==> src/rtl/bufu_pkg.sv <==
`default_nettype none

package bufu_pkg;

  localparam int unsigned TX_FIFO_SIZE = 16;
  localparam int unsigned RX_FIFO_SIZE = 16;
  localparam int unsigned TX_AW = $clog2(TX_FIFO_SIZE);
  localparam int unsigned RX_AW = $clog2(RX_FIFO_SIZE);

  localparam logic [7:0] CHAR_LF = 8'h0A;
  localparam logic [7:0] CHAR_CR = 8'h0D;

  typedef enum logic [2:0] {
    ACT_PUT   = 3'd0,
    ACT_GET   = 3'd1,
    ACT_TXRDY = 3'd2,
    ACT_RECV  = 3'd3,
    ACT_FLUSH = 3'd4
  } action_e;

  typedef enum logic [1:0] {
    STAT_OK       = 2'd0,
    STAT_TX_FULL  = 2'd1,
    STAT_RX_EMPTY = 2'd2,
    STAT_RX_DROP  = 2'd3
  } status_e;

  typedef struct packed {
    logic       tx_valid;
    logic [7:0] tx_byte;
    logic       rx_valid;
    logic [7:0] rx_byte;
    logic [3:0] rx_count;
    logic [3:0] tx_count;
    status_e    status;
    logic       last;
  } result_t;

endpackage

`default_nettype wire

==> src/rtl/bufu_ram.sv <==
`default_nettype none

module bufu_ram #(
  parameter int unsigned DEPTH = 16,
  parameter int unsigned WIDTH = 8,
  localparam int unsigned AW = $clog2(DEPTH)
) (
  input  wire logic             clk_i,
  input  wire logic             we_i,
  input  wire logic [AW-1:0]    waddr_i,
  input  wire logic [WIDTH-1:0] wdata_i,
  input  wire logic             re_i,
  input  wire logic [AW-1:0]    raddr_i,
  output logic      [WIDTH-1:0] rdata_o
);

  logic [WIDTH-1:0] mem [DEPTH];

  always_ff @(posedge clk_i) begin
    if (we_i) begin
      mem[waddr_i] <= wdata_i;
    end
  end

  always_ff @(posedge clk_i) begin
    if (re_i) begin
      rdata_o <= mem[raddr_i];
    end
  end

endmodule

`default_nettype wire

==> src/rtl/buffered_uart_fifo_frontend_core.sv <==
// Transmit and receive byte FIFOs in front of a UART data register.
// Input channel (s_axis): one command per transfer; tuser carries the action
// (put, get, transmitter ready, byte received, flush), tdata the byte and the
// register-empty and receive-error flags. Output channel (m_axis): one result
// per command, two for a line feed put in text mode (carriage return first);
// tlast marks the final result of a command, tuser carries the status.
// cfg_we_i/cfg_data_i set binary mode (no CR insertion); write it while idle.
// Timing: a command is taken while the block is idle, then the result is
// built in the execute state from the registered memory read issued at
// acceptance; a split line feed adds a second result state. The registered
// read port of the FIFO memories is why the result waits for that state.
// The output register decouples the sides: a new command is taken while a
// result still waits. When the receiver stalls, the block holds the pending
// result and waits before loading the next one; the command channel stops
// once the block is busy.
// Reset clears all FIFO pointers and the binary mode bit; stored bytes are
// not cleared, the FIFOs simply read as empty. No clearing pass is needed.
`default_nettype none

module buffered_uart_fifo_frontend_core (
  input  wire logic        clk_i,
  input  wire logic        rst_ni,
  input  wire logic        cfg_we_i,
  input  wire logic        cfg_data_i,
  input  wire logic        s_axis_tvalid,
  output logic             s_axis_tready,
  // [7:0] data_byte, [8] tx_reg_empty, [9] rx_error, [15:10] zero
  input  wire logic [15:0] s_axis_tdata,
  // [2:0] action
  input  wire logic [2:0]  s_axis_tuser,
  output logic             m_axis_tvalid,
  input  wire logic        m_axis_tready,
  // [0] tx_valid, [8:1] tx_byte, [9] rx_valid, [17:10] rx_byte,
  // [21:18] rx_count, [25:22] tx_count, [31:26] zero
  output logic [31:0]      m_axis_tdata,
  // [1:0] status
  output logic [1:0]       m_axis_tuser,
  output logic             m_axis_tlast
);

  localparam int unsigned TxAw = bufu_pkg::TX_AW;
  localparam int unsigned RxAw = bufu_pkg::RX_AW;

  localparam logic [1:0] ST_IDLE  = 2'd0;
  localparam logic [1:0] ST_EXEC  = 2'd1;
  localparam logic [1:0] ST_EMIT2 = 2'd2;

  logic [1:0] state_q, state_d;
  bufu_pkg::action_e act_q;
  logic [7:0] byte_q;
  logic       free_q, free_d;
  logic       err_q;
  logic       binary_q;

  logic [TxAw-1:0] tx_head_q, tx_head_d, tx_tail_q, tx_tail_d, tx_head_inc, tx_tail_inc;
  logic [RxAw-1:0] rx_head_q, rx_head_d, rx_tail_q, rx_tail_d, rx_head_inc, rx_tail_inc;
  logic [TxAw-1:0] tx_lvl;
  logic [RxAw-1:0] rx_lvl;
  logic [7:0]      tx_rdata, rx_rdata, put_byte;

  logic s_accept, out_free, commit, lf_split, do_put, tx_empty, tx_full, rx_empty, rx_full;
  logic tx_we, rx_we;

  bufu_pkg::result_t res, out_q;
  logic out_valid_q;

  assign s_axis_tready = (state_q == ST_IDLE);
  assign s_accept      = s_axis_tvalid && s_axis_tready;
  assign out_free      = !out_valid_q || m_axis_tready;
  assign commit        = ((state_q == ST_EXEC) || (state_q == ST_EMIT2)) && out_free;

  assign tx_head_inc = (tx_head_q == TxAw'(bufu_pkg::TX_FIFO_SIZE - 1)) ? '0 : tx_head_q + 1'b1;
  assign tx_tail_inc = (tx_tail_q == TxAw'(bufu_pkg::TX_FIFO_SIZE - 1)) ? '0 : tx_tail_q + 1'b1;
  assign rx_head_inc = (rx_head_q == RxAw'(bufu_pkg::RX_FIFO_SIZE - 1)) ? '0 : rx_head_q + 1'b1;
  assign rx_tail_inc = (rx_tail_q == RxAw'(bufu_pkg::RX_FIFO_SIZE - 1)) ? '0 : rx_tail_q + 1'b1;

  assign tx_empty = (tx_head_q == tx_tail_q);
  assign tx_full  = (tx_head_inc == tx_tail_q);
  assign rx_empty = (rx_head_q == rx_tail_q);
  assign rx_full  = (rx_head_inc == rx_tail_q);

  assign lf_split = (act_q == bufu_pkg::ACT_PUT) && !binary_q && (byte_q == bufu_pkg::CHAR_LF);
  assign do_put   = ((state_q == ST_EXEC) && (act_q == bufu_pkg::ACT_PUT)) ||
                    (state_q == ST_EMIT2);
  assign put_byte = (state_q == ST_EMIT2) ? bufu_pkg::CHAR_LF :
                    (lf_split ? bufu_pkg::CHAR_CR : byte_q);

  // Read at the next pop position of both FIFOs when a command is taken.
  bufu_ram #(.DEPTH(bufu_pkg::TX_FIFO_SIZE), .WIDTH(8)) u_tx_ram (
    .clk_i   (clk_i),
    .we_i    (tx_we),
    .waddr_i (tx_head_inc),
    .wdata_i (put_byte),
    .re_i    (s_accept),
    .raddr_i (tx_tail_inc),
    .rdata_o (tx_rdata)
  );

  bufu_ram #(.DEPTH(bufu_pkg::RX_FIFO_SIZE), .WIDTH(8)) u_rx_ram (
    .clk_i   (clk_i),
    .we_i    (rx_we),
    .waddr_i (rx_head_inc),
    .wdata_i (byte_q),
    .re_i    (s_accept),
    .raddr_i (rx_tail_inc),
    .rdata_o (rx_rdata)
  );

  always_comb begin
    tx_head_d = tx_head_q;
    tx_tail_d = tx_tail_q;
    rx_head_d = rx_head_q;
    rx_tail_d = rx_tail_q;
    free_d    = free_q;
    tx_we     = 1'b0;
    rx_we     = 1'b0;
    res       = '0;
    res.status = bufu_pkg::STAT_OK;
    res.last  = !((state_q == ST_EXEC) && lf_split);
    if (do_put) begin
      if (tx_empty && free_q) begin
        res.tx_valid = 1'b1;
        res.tx_byte  = put_byte;
        free_d       = 1'b0;
      end else if (!tx_full) begin
        tx_head_d = tx_head_inc;
        tx_we     = commit;
      end else begin
        res.status = bufu_pkg::STAT_TX_FULL;
      end
    end else begin
      case (act_q)
        bufu_pkg::ACT_GET: begin
          if (rx_empty) begin
            res.status = bufu_pkg::STAT_RX_EMPTY;
          end else begin
            rx_tail_d    = rx_tail_inc;
            res.rx_valid = 1'b1;
            res.rx_byte  = rx_rdata;
          end
        end
        bufu_pkg::ACT_TXRDY: begin
          if (!tx_empty) begin
            tx_tail_d    = tx_tail_inc;
            res.tx_valid = 1'b1;
            res.tx_byte  = tx_rdata;
          end
        end
        bufu_pkg::ACT_RECV: begin
          if (err_q || rx_full) begin
            res.status = bufu_pkg::STAT_RX_DROP;
          end else begin
            rx_head_d = rx_head_inc;
            rx_we     = commit;
          end
        end
        bufu_pkg::ACT_FLUSH: begin
          rx_head_d = '0;
          rx_tail_d = '0;
        end
        default: ;
      endcase
    end
    // Modular levels; the wrap term vanishes for power-of-two sizes.
    tx_lvl = (tx_head_d >= tx_tail_d) ? tx_head_d - tx_tail_d :
             tx_head_d - tx_tail_d + TxAw'(bufu_pkg::TX_FIFO_SIZE);
    rx_lvl = (rx_head_d >= rx_tail_d) ? rx_head_d - rx_tail_d :
             rx_head_d - rx_tail_d + RxAw'(bufu_pkg::RX_FIFO_SIZE);
    res.tx_count = 4'(tx_lvl);
    res.rx_count = 4'(rx_lvl);
  end

  always_comb begin
    state_d = state_q;
    case (state_q)
      ST_IDLE:  if (s_accept) state_d = ST_EXEC;
      ST_EXEC:  if (out_free) state_d = lf_split ? ST_EMIT2 : ST_IDLE;
      ST_EMIT2: if (out_free) state_d = ST_IDLE;
      default:  state_d = ST_IDLE;
    endcase
  end

  always_ff @(posedge clk_i or negedge rst_ni) begin
    if (!rst_ni) begin
      state_q     <= ST_IDLE;
      binary_q    <= 1'b0;
      tx_head_q   <= '0;
      tx_tail_q   <= '0;
      rx_head_q   <= '0;
      rx_tail_q   <= '0;
      out_valid_q <= 1'b0;
    end else begin
      state_q <= state_d;
      if (cfg_we_i) begin
        binary_q <= cfg_data_i;
      end
      if (commit) begin
        tx_head_q <= tx_head_d;
        tx_tail_q <= tx_tail_d;
        rx_head_q <= rx_head_d;
        rx_tail_q <= rx_tail_d;
        out_valid_q <= 1'b1;
      end else if (m_axis_tready) begin
        out_valid_q <= 1'b0;
      end
    end
  end

  always_ff @(posedge clk_i) begin
    if (s_accept) begin
      act_q  <= bufu_pkg::action_e'(s_axis_tuser);
      byte_q <= s_axis_tdata[7:0];
      free_q <= s_axis_tdata[8];
      err_q  <= s_axis_tdata[9];
    end else if (commit) begin
      free_q <= free_d;
    end
    if (commit) begin
      out_q <= res;
    end
  end

  assign m_axis_tvalid = out_valid_q;
  assign m_axis_tdata  = {6'b0, out_q.tx_count, out_q.rx_count, out_q.rx_byte,
                          out_q.rx_valid, out_q.tx_byte, out_q.tx_valid};
  assign m_axis_tuser  = out_q.status;
  assign m_axis_tlast  = out_q.last;

  a_accept_exec: assert property (@(posedge clk_i) disable iff (!rst_ni)
    s_accept |=> (state_q == ST_EXEC))
    else $error("accepted command did not enter execution");

  a_split_second: assert property (@(posedge clk_i) disable iff (!rst_ni)
    (commit && (state_q == ST_EXEC) && lf_split) |=> (state_q == ST_EMIT2))
    else $error("line feed split lost its second result");

  a_one_valid: assert property (@(posedge clk_i) disable iff (!rst_ni)
    m_axis_tvalid |-> !(m_axis_tdata[0] && m_axis_tdata[9]))
    else $error("result carries both a tx and an rx byte");

  a_empty_count: assert property (@(posedge clk_i) disable iff (!rst_ni)
    (m_axis_tvalid && (m_axis_tuser == bufu_pkg::STAT_RX_EMPTY)) |->
      (m_axis_tdata[21:18] == 4'd0))
    else $error("rx empty status with nonzero rx count");

  a_no_overwrite: assert property (@(posedge clk_i) disable iff (!rst_ni)
    (out_valid_q && !m_axis_tready) |-> !commit)
    else $error("pending result overwritten");

endmodule

`default_nettype wire
==> config.mk <==
export PLATFORM = sky130hd
export DESIGN_NAME = buffered_uart_fifo_frontend_core
export DESIGN_NICKNAME = d
export VERILOG_FILES = /design/src/rtl/bufu_pkg.sv /design/src/rtl/bufu_ram.sv /design/src/rtl/buffered_uart_fifo_frontend_core.sv
export SDC_FILE = /design/constraint.sdc
export NUM_CORES = 1
export LEC_CHECK = 0
export BUFFER_PORTS_ARGS = -buffer_cell sky130_fd_sc_hd__buf_4
export CAP_MARGIN = 20
export CELL_PAD_IN_SITES_DETAIL_PLACEMENT = 1
export CELL_PAD_IN_SITES_GLOBAL_PLACEMENT = 1
export CORE_MARGIN = 1.5
export CORE_UTILIZATION = 49
export CTS_CLUSTER_SIZE = 16
export DETAILED_ROUTE_END_ITERATION = 8
export GPL_TIMING_DRIVEN = 0
export PLACE_DENSITY_LB_ADDON = 0.1
export SLEW_MARGIN = 10
export SYNTH_ARGS = -nofsm -noshare
export SYNTH_HDL_FRONTEND = slang
export SYNTH_SLANG_ARGS = --single-unit
==> constraint.sdc <==
create_clock -name clk_i -period 7.96 [get_ports clk_i]
set_clock_uncertainty 0.2 [all_clocks]
set_input_delay 1.592 -clock clk_i [delete_from_list [all_inputs] [get_ports clk_i]]
set_output_delay 1.592 -clock clk_i [all_outputs]
set_load 0.05 [all_outputs]
## Yosys cells after proc, flatten, opt, wreduce, memory -nomap -nowiden

Memories as Yosys holds them, arrays and structs flattened. A register that Yosys moved wholly into a read port is not among the register bits.
Index checks and enable logic that the tools add are counted.

| operators by class | value |
|---|---|
| div/mod/pow operators | 0 |
| reduce and logical (&&, ||, !) cells | 24 |
| shifts and indexed selects | 0 |
| equal/unequal tests | 18 |
| $add $sub $neg | 6 |
| $mul | 0 |
| magnitude comparators | 0 |
| muxes and demuxes | 50 |
| bitwise operators | 1 |

Operator list:

| operator | number |
|---|---|
| $mux 4 | 14 |
| $mux 9 | 5 |
| $mux 1 | 18 |
| $add 4x1->4 const B | 4 |
| $eq 4x4->1 | 4 |
| $eq 4x4->1 const B | 4 |
| $mux 8 | 2 |
| $pmux 4 s2 | 2 |
| $mux 2 | 7 |
| $eq 8x4->1 const B | 1 |
| $reduce_bool 2->1 | 4 |
| $sub 4x4->4 | 2 |
| $logic_and 1x1->1 | 7 |
| $eq 3x2->1 const B | 2 |
| $pmux 2 s3 | 1 |
| $reduce_and 3->1 | 2 |
| $logic_or 1x1->1 | 4 |
| $ne 2x2->1 const B | 2 |
| $pmux 2 s2 | 1 |
| $eq 3x1->1 const B | 1 |
| $eq 3x3->1 const B | 1 |
| $logic_not 1->1 | 3 |
| $logic_not 3->1 | 1 |
| $reduce_or 3->1 | 1 |
| other kinds (6) | 6 |

| storage, ports and cells | value |
|---|---|
| memories kept | 2 |
| memory bits (writable) | 256 |
| bits in latches | 0 |
| logic and storage cells | 120 |
| memory bits (read-only) | 0 |
| bits of input ports | 25 |
| flip-flop bits (word level) | 62 |

Memories:

| memory | words | bits a word | rd ports | clocked after memory_dff | wr ports | line | text |
|---|---|---|---|---|---|---|---|
| u_rx_ram.mem | 16 | 8 | 1 | 1 | 1 | bufu_ram.sv:17 | `logic [WIDTH-1:0] mem [DEPTH];` |
| u_tx_ram.mem | 16 | 8 | 1 | 1 | 1 | bufu_ram.sv:17 |  |

## Depth between registers and ports, before layout

| depth | value |
|---|---|
| depth after elaboration | 9 |
| gate-level depth with buffers | 14 |

## Hierarchy

From an unflattened synthesis, not the netlist that was laid out.

| unflattened totals | value |
|---|---|
| cells, all modules | 758 |
| area, all modules | 13,997.2 µm² |

Modules (own cells, without submodules):

| module | instances | area each (µm²) | cells each | sequential area each (µm²) |
|---|---|---|---|---|
| bufu_ram | 2 | 5,227.5 | 229 | 4,083.9 |
| buffered_uart_fifo_frontend_core | 1 | 3,542.1 | 300 | 1,761.7 |

## Least setup slack after synthesis

OpenSTA, ideal clock, no wires.

| timing path | value |
|---|---|
| path kind | input to register |
| start | input m_axis_tready |
| end | memory u_rx_ram.mem[0][0] (enable) |
| data arrival time | 3.923 ns |
| library setup time | 0.383 ns |
| setup slack | 3.453 ns |
| cell stages on the path | 6 |
| path buffers | 1 |
| required time | 7.377 ns |
| path through | nand2b_1 > nand2_1 > inv_1 > clkbuf_1 > nand2_1 > nor3_1 |

| on the way | value |
|---|---|
| cells in the longest elaborated chain, start to end | 7 |

RTL lines:

| item | line | text |
|---|---|---|
| start: declaration | buffered_uart_fifo_frontend_core.sv:32 | `input wire logic m_axis_tready,` |
| $logic_or 1x1->1 | buffered_uart_fifo_frontend_core.sv:69 | `assign out_free = !out_valid_q \|\| m_axis_tready;` |
| $logic_and 1x1->1 | buffered_uart_fifo_frontend_core.sv:70 | `assign commit = ((state_q == ST_EXEC) \|\| (state_q == ST_EMIT2)) && out_free;` |
| net commit | buffered_uart_fifo_frontend_core.sv:61 | `logic s_accept, out_free, commit, lf_split, do_put, tx_empty, tx_full, rx_empty, rx_full;` |
| $mux 1 | buffered_uart_fifo_frontend_core.sv:150 | `if (err_q \|\| rx_full) begin` |
| $mux 1 | buffered_uart_fifo_frontend_core.sv:132 | `case (act_q)` |
| $mux 1 | buffered_uart_fifo_frontend_core.sv:120 | `if (do_put) begin` |
| $mux 1 | bufu_ram.sv:20 | `if (we_i) begin` |
| $mux 1 (implied by the code) | bufu_ram.sv:21 | `mem[waddr_i] <= wdata_i;` |
| end: declaration | bufu_ram.sv:17 |  |

The timed path passes the listed nets, and every way through them passes these cells.

==> out/qor.csv <==
metric;value;unit
outcome;finished, final reports clean;
fillers;2553;
io_pins;62;
grt_remaining_overflow;0;
synthArstFlopShare;5.988;%
dpl.hpwl;21720;microns
gp_congestion;0.8399;
drv_slew;0;
cts.sinks;334;
slew_headroom;38.07;%
leakage;5.627;nW
comb_power_share;34.3;%
port_buffers;49;
synth_top_area_cell;edfxtp_1;
antenna_found_initial;0;
ys_top_cells_by_area;edfxtp_1 (67%), mux4_2 (11%), dfrtp_1 (3.5%);
grt_pass1_vias;7899;
ys_seq_area_share;70.37;%
min_period;3.889;ns
post-synth-top-area-fraction;66.82;%
seqPwrFrac;38.5;%
p_per_area;365.9;nW/um^2
yosysWarnings;0;
instances_no_fill;1285;
core_area;28090;sq um
root_buffer;clkbuf_16;
dieArea;29830;sq um
drv_cap;0;
cts_hold_buf;0;
place_area;15050;sq um
grt_first_pass_wirelength;49220;microns
synth_compound_area_share;3.955;%
worst_slack;4.071;ns
die_h;172.7;microns
hold_viol;0;
clk_latency;0.51;ns
wl;31590;microns
track_usage;22.10;%
grt_use_met2;39.90;%
p_int;3.991;mW
path_cells;ha_1 > clkbuf_2 > a31oi_1 > xor2_1 > nor3_1 > a21bo_2 > mux2i_1 > inv_1 > ha_1 > a21o_1 > a21oi_1 > xnor2_1 > xnor2_1;
nets;928;
worstSetupEndpointType;flop;
num_rows;61;
viasPerCell;5.602;
crit_family;compound AO/OA/AOI/OAI gates;
muxShareOfSynthArea;13.24;%
postCtsSetupRepairBufs;0;
crit_fanout;10;
criticalPathCategory;flop to flop;
drtIter0Drc;455;
hp-class;flop to flop;
synth_top_family_by_area;multiplexers;
p_switching;1.943;mW
drt_pre_antenna_iters;5;
power_switching_share;32.75;%
clk_pin_slew_worst_paths;0.06;ns
synth_edf_count;314;
cts_tree;built;
die_w;172.7;microns
wl_per_cell;24.59;microns
clkPwrFrac;27.2;%
rsz0062_at_grt;false;
yosys.area_share.simple;5.879;%
timing.final.crit_share;48.86;%
slowest_delay;0.49;ns
grtUsageMet1;27.60;%
htree_levels;2;
cp.arrival;3.95;ns
syn_inst;783;
ys_types;66;
antenna_cells;0;
cp_num_buf_inv;2;
area_growth;14.93;%
setup_tns;0;ns
synthFlopType;edfxtp_1;
vias;7198;
grt_max_degree;25;
drive_gt1_share;24.70;%
syn_avg_cell_area;18.02;sq um
ir_drop;232.1;uV
drcViolationCount;0;
drtAntennaViolNets;0;
pre_cts_slack;3.611;ns
synth_seq_cells;334;
max_freq;257.1;MHz
synth_area;14110;sq um
final_util;57.74;%
initial_core_util;50.24;%
tritoncts.num_buffers;36;
tightest_slew;0.9247;ns
synth-adder-area-share;2.146;%
clock_path_buffers;3;
synth_xor_area_share;2.048;%
cp_slowest_cell;dfrtp_1;
setup_viol;0;
cts_resized;0;
stdcell_area;16220;sq um
met3_usage;2.858;%
post-place-cells;1217;
required;8.02;ns
cp-start-kind;flop;
grt_busiest_layer;met2;
[flip-flops by register name, summed over array words and instances (netlist names)]
name	flops
free_q	1
err_q	1
u_tx_ram.rdata_o	8
tx_head_q	4
rx_head_q	4
binary_q	1
m_axis_tlast	1
m_axis_tuser	2
m_axis_tvalid	1
u_rx_ram.rdata_o	8
m_axis_tdata	26
act_q	3
u_tx_ram.mem	128
state_q	2
tx_tail_q	4
u_rx_ram.mem	128
rx_tail_q	4
byte_q	8
[synthesized netlist by cell type (2+ instances only)]
cell type  number
mux4_2         68
nor4_4          2
a21oi_1        27
ha_1           21
mux4_1          4
buf_4           8
buf_2          11
nor2b_1        13
nand3b_1        3
nor2_1         34
and2_1         12
nor3_1          8
nand2b_1        6
o41ai_1         2
nand2_1        26
mux2i_1        13
buf_6           3
mux2_2          8
a211oi_1        8
a31oi_1         4
o21a_1          2
buf_1           2
inv_1          27
clkbuf_1       14
xnor2_1        13
o21ai_1         3
fa_1            2
and3_1         18
nand3_1        11
clkbuf_2        4
a22o_1          7
edfxtp_1      314
nand4_1         2
o21ai_0        13
a21o_1          3
dfrtp_1        20
a211o_1         2
o21bai_1        3
xor2_1         15
[power by group through the flow]
stage               Clock (mW)  Combinational (mW)  Sequential, mW
floorplan                    0                1.27            2.49
global placement             0                1.98            2.32
detailed placement           0                2.05            2.33
CTS                       1.64                2.06            2.29
global route              1.71                2.19            2.31
finish                    1.61                2.03            2.29
[worst paths after layout]
path	from	to	slack (ns)	cells past startpoint
worst min-delay path	u_rx_ram.rdata_o[4]	m_axis_tdata[14]	0.32	1
worst max-delay path	tx_head_q[0]	m_axis_tdata[25]	4.07	13
max in group asynchronous	rst_ni	state_q[1]	6.54	1
min in group asynchronous	rst_ni	tx_head_q[2]	0.77	1
worst min register to register	u_rx_ram.rdata_o[4]	m_axis_tdata[14]	0.32	1
worst max register to register	tx_head_q[0]	m_axis_tdata[25]	4.07	13
[cell families (layout without fill, tap and decap cells)]
logic type / count (synthesis) / in the layout
AO/OA/AOI/OAI: 84 / 84
other: 1 / 6
XOR/XNOR: 30 / 30
flip-flops: 334 / 334
buffers and inverters: 69 / 188
AND/OR/NAND/NOR: 148 / 148
adder cells (fa/ha/maj): 23 / 23
multiplexers: 94 / 94
[worst reg2reg max path: cells and delay by family, from the launching register on]
| kind | cells | cell delay (ns) |
|---|---|---|
| AOI/OAI and AO/OA | 4 | 0.97 |
| adders and majority gates | 2 | 0.55 |
| DFF | 1 | 0.49 |
| and+or+nand+nor | 1 | 0.42 |
| xor gates and xnor gates | 3 | 0.40 |
| muxes | 1 | 0.34 |
| buffers and inverters | 2 | 0.26 |
[routing by layer]
metal,vias up,part of all wire (%)
li1,3277,-
met1,3727,40
met2,138,54
met3,56,3.1
met4,0,3.2
met5,-,0
[cell type report]
class / instances / area [sq um] / area share [%]
Sequential cell: 334 / 9930 / 61.22
Tap cell: 378 / 473.0 / 2.916
Clock buffer: 46 / 969.7 / 5.979
Inverter: 27 / 101.3 / 0.6249
Timing Repair Buffer: 54 / 441.7 / 2.723
Clock inverter: 19 / 166.4 / 1.026
Buffer: 42 / 230.2 / 1.420
Multi-Input combinational cell: 385 / 3906 / 24.09
[layout by cell type, fill, tap and decap left out, types with 14 or more instances in the layout]
| cell type | count |
|---|---|
| edfxtp_1 | 314 |
| mux4_2 | 68 |
| buf_4 | 59 |
| clkbuf_16 | 37 |
| nor2_1 | 33 |
| inv_1 | 27 |
| a21oi_1 | 27 |
| nand2_1 | 26 |
| clkbuf_1 | 21 |
| ha_1 | 21 |
| dfrtp_1 | 20 |
| and3_1 | 18 |
| xor2_1 | 14 |
[stage by stage]
| stage | hold WS (ns) | power, mW |
|---|---|---|
| after floorplan | 0.2739 | 3.764 |
| after global placement | 0.2959 | 4.298 |
| after detailed placement | 0.3073 | 4.375 |
| after CTS | 0.3211 | 5.994 |
| after global routing | 0.3466 | 6.211 |
| final | 0.3235 | 5.934 |
(Power assumes the default switching activity.)
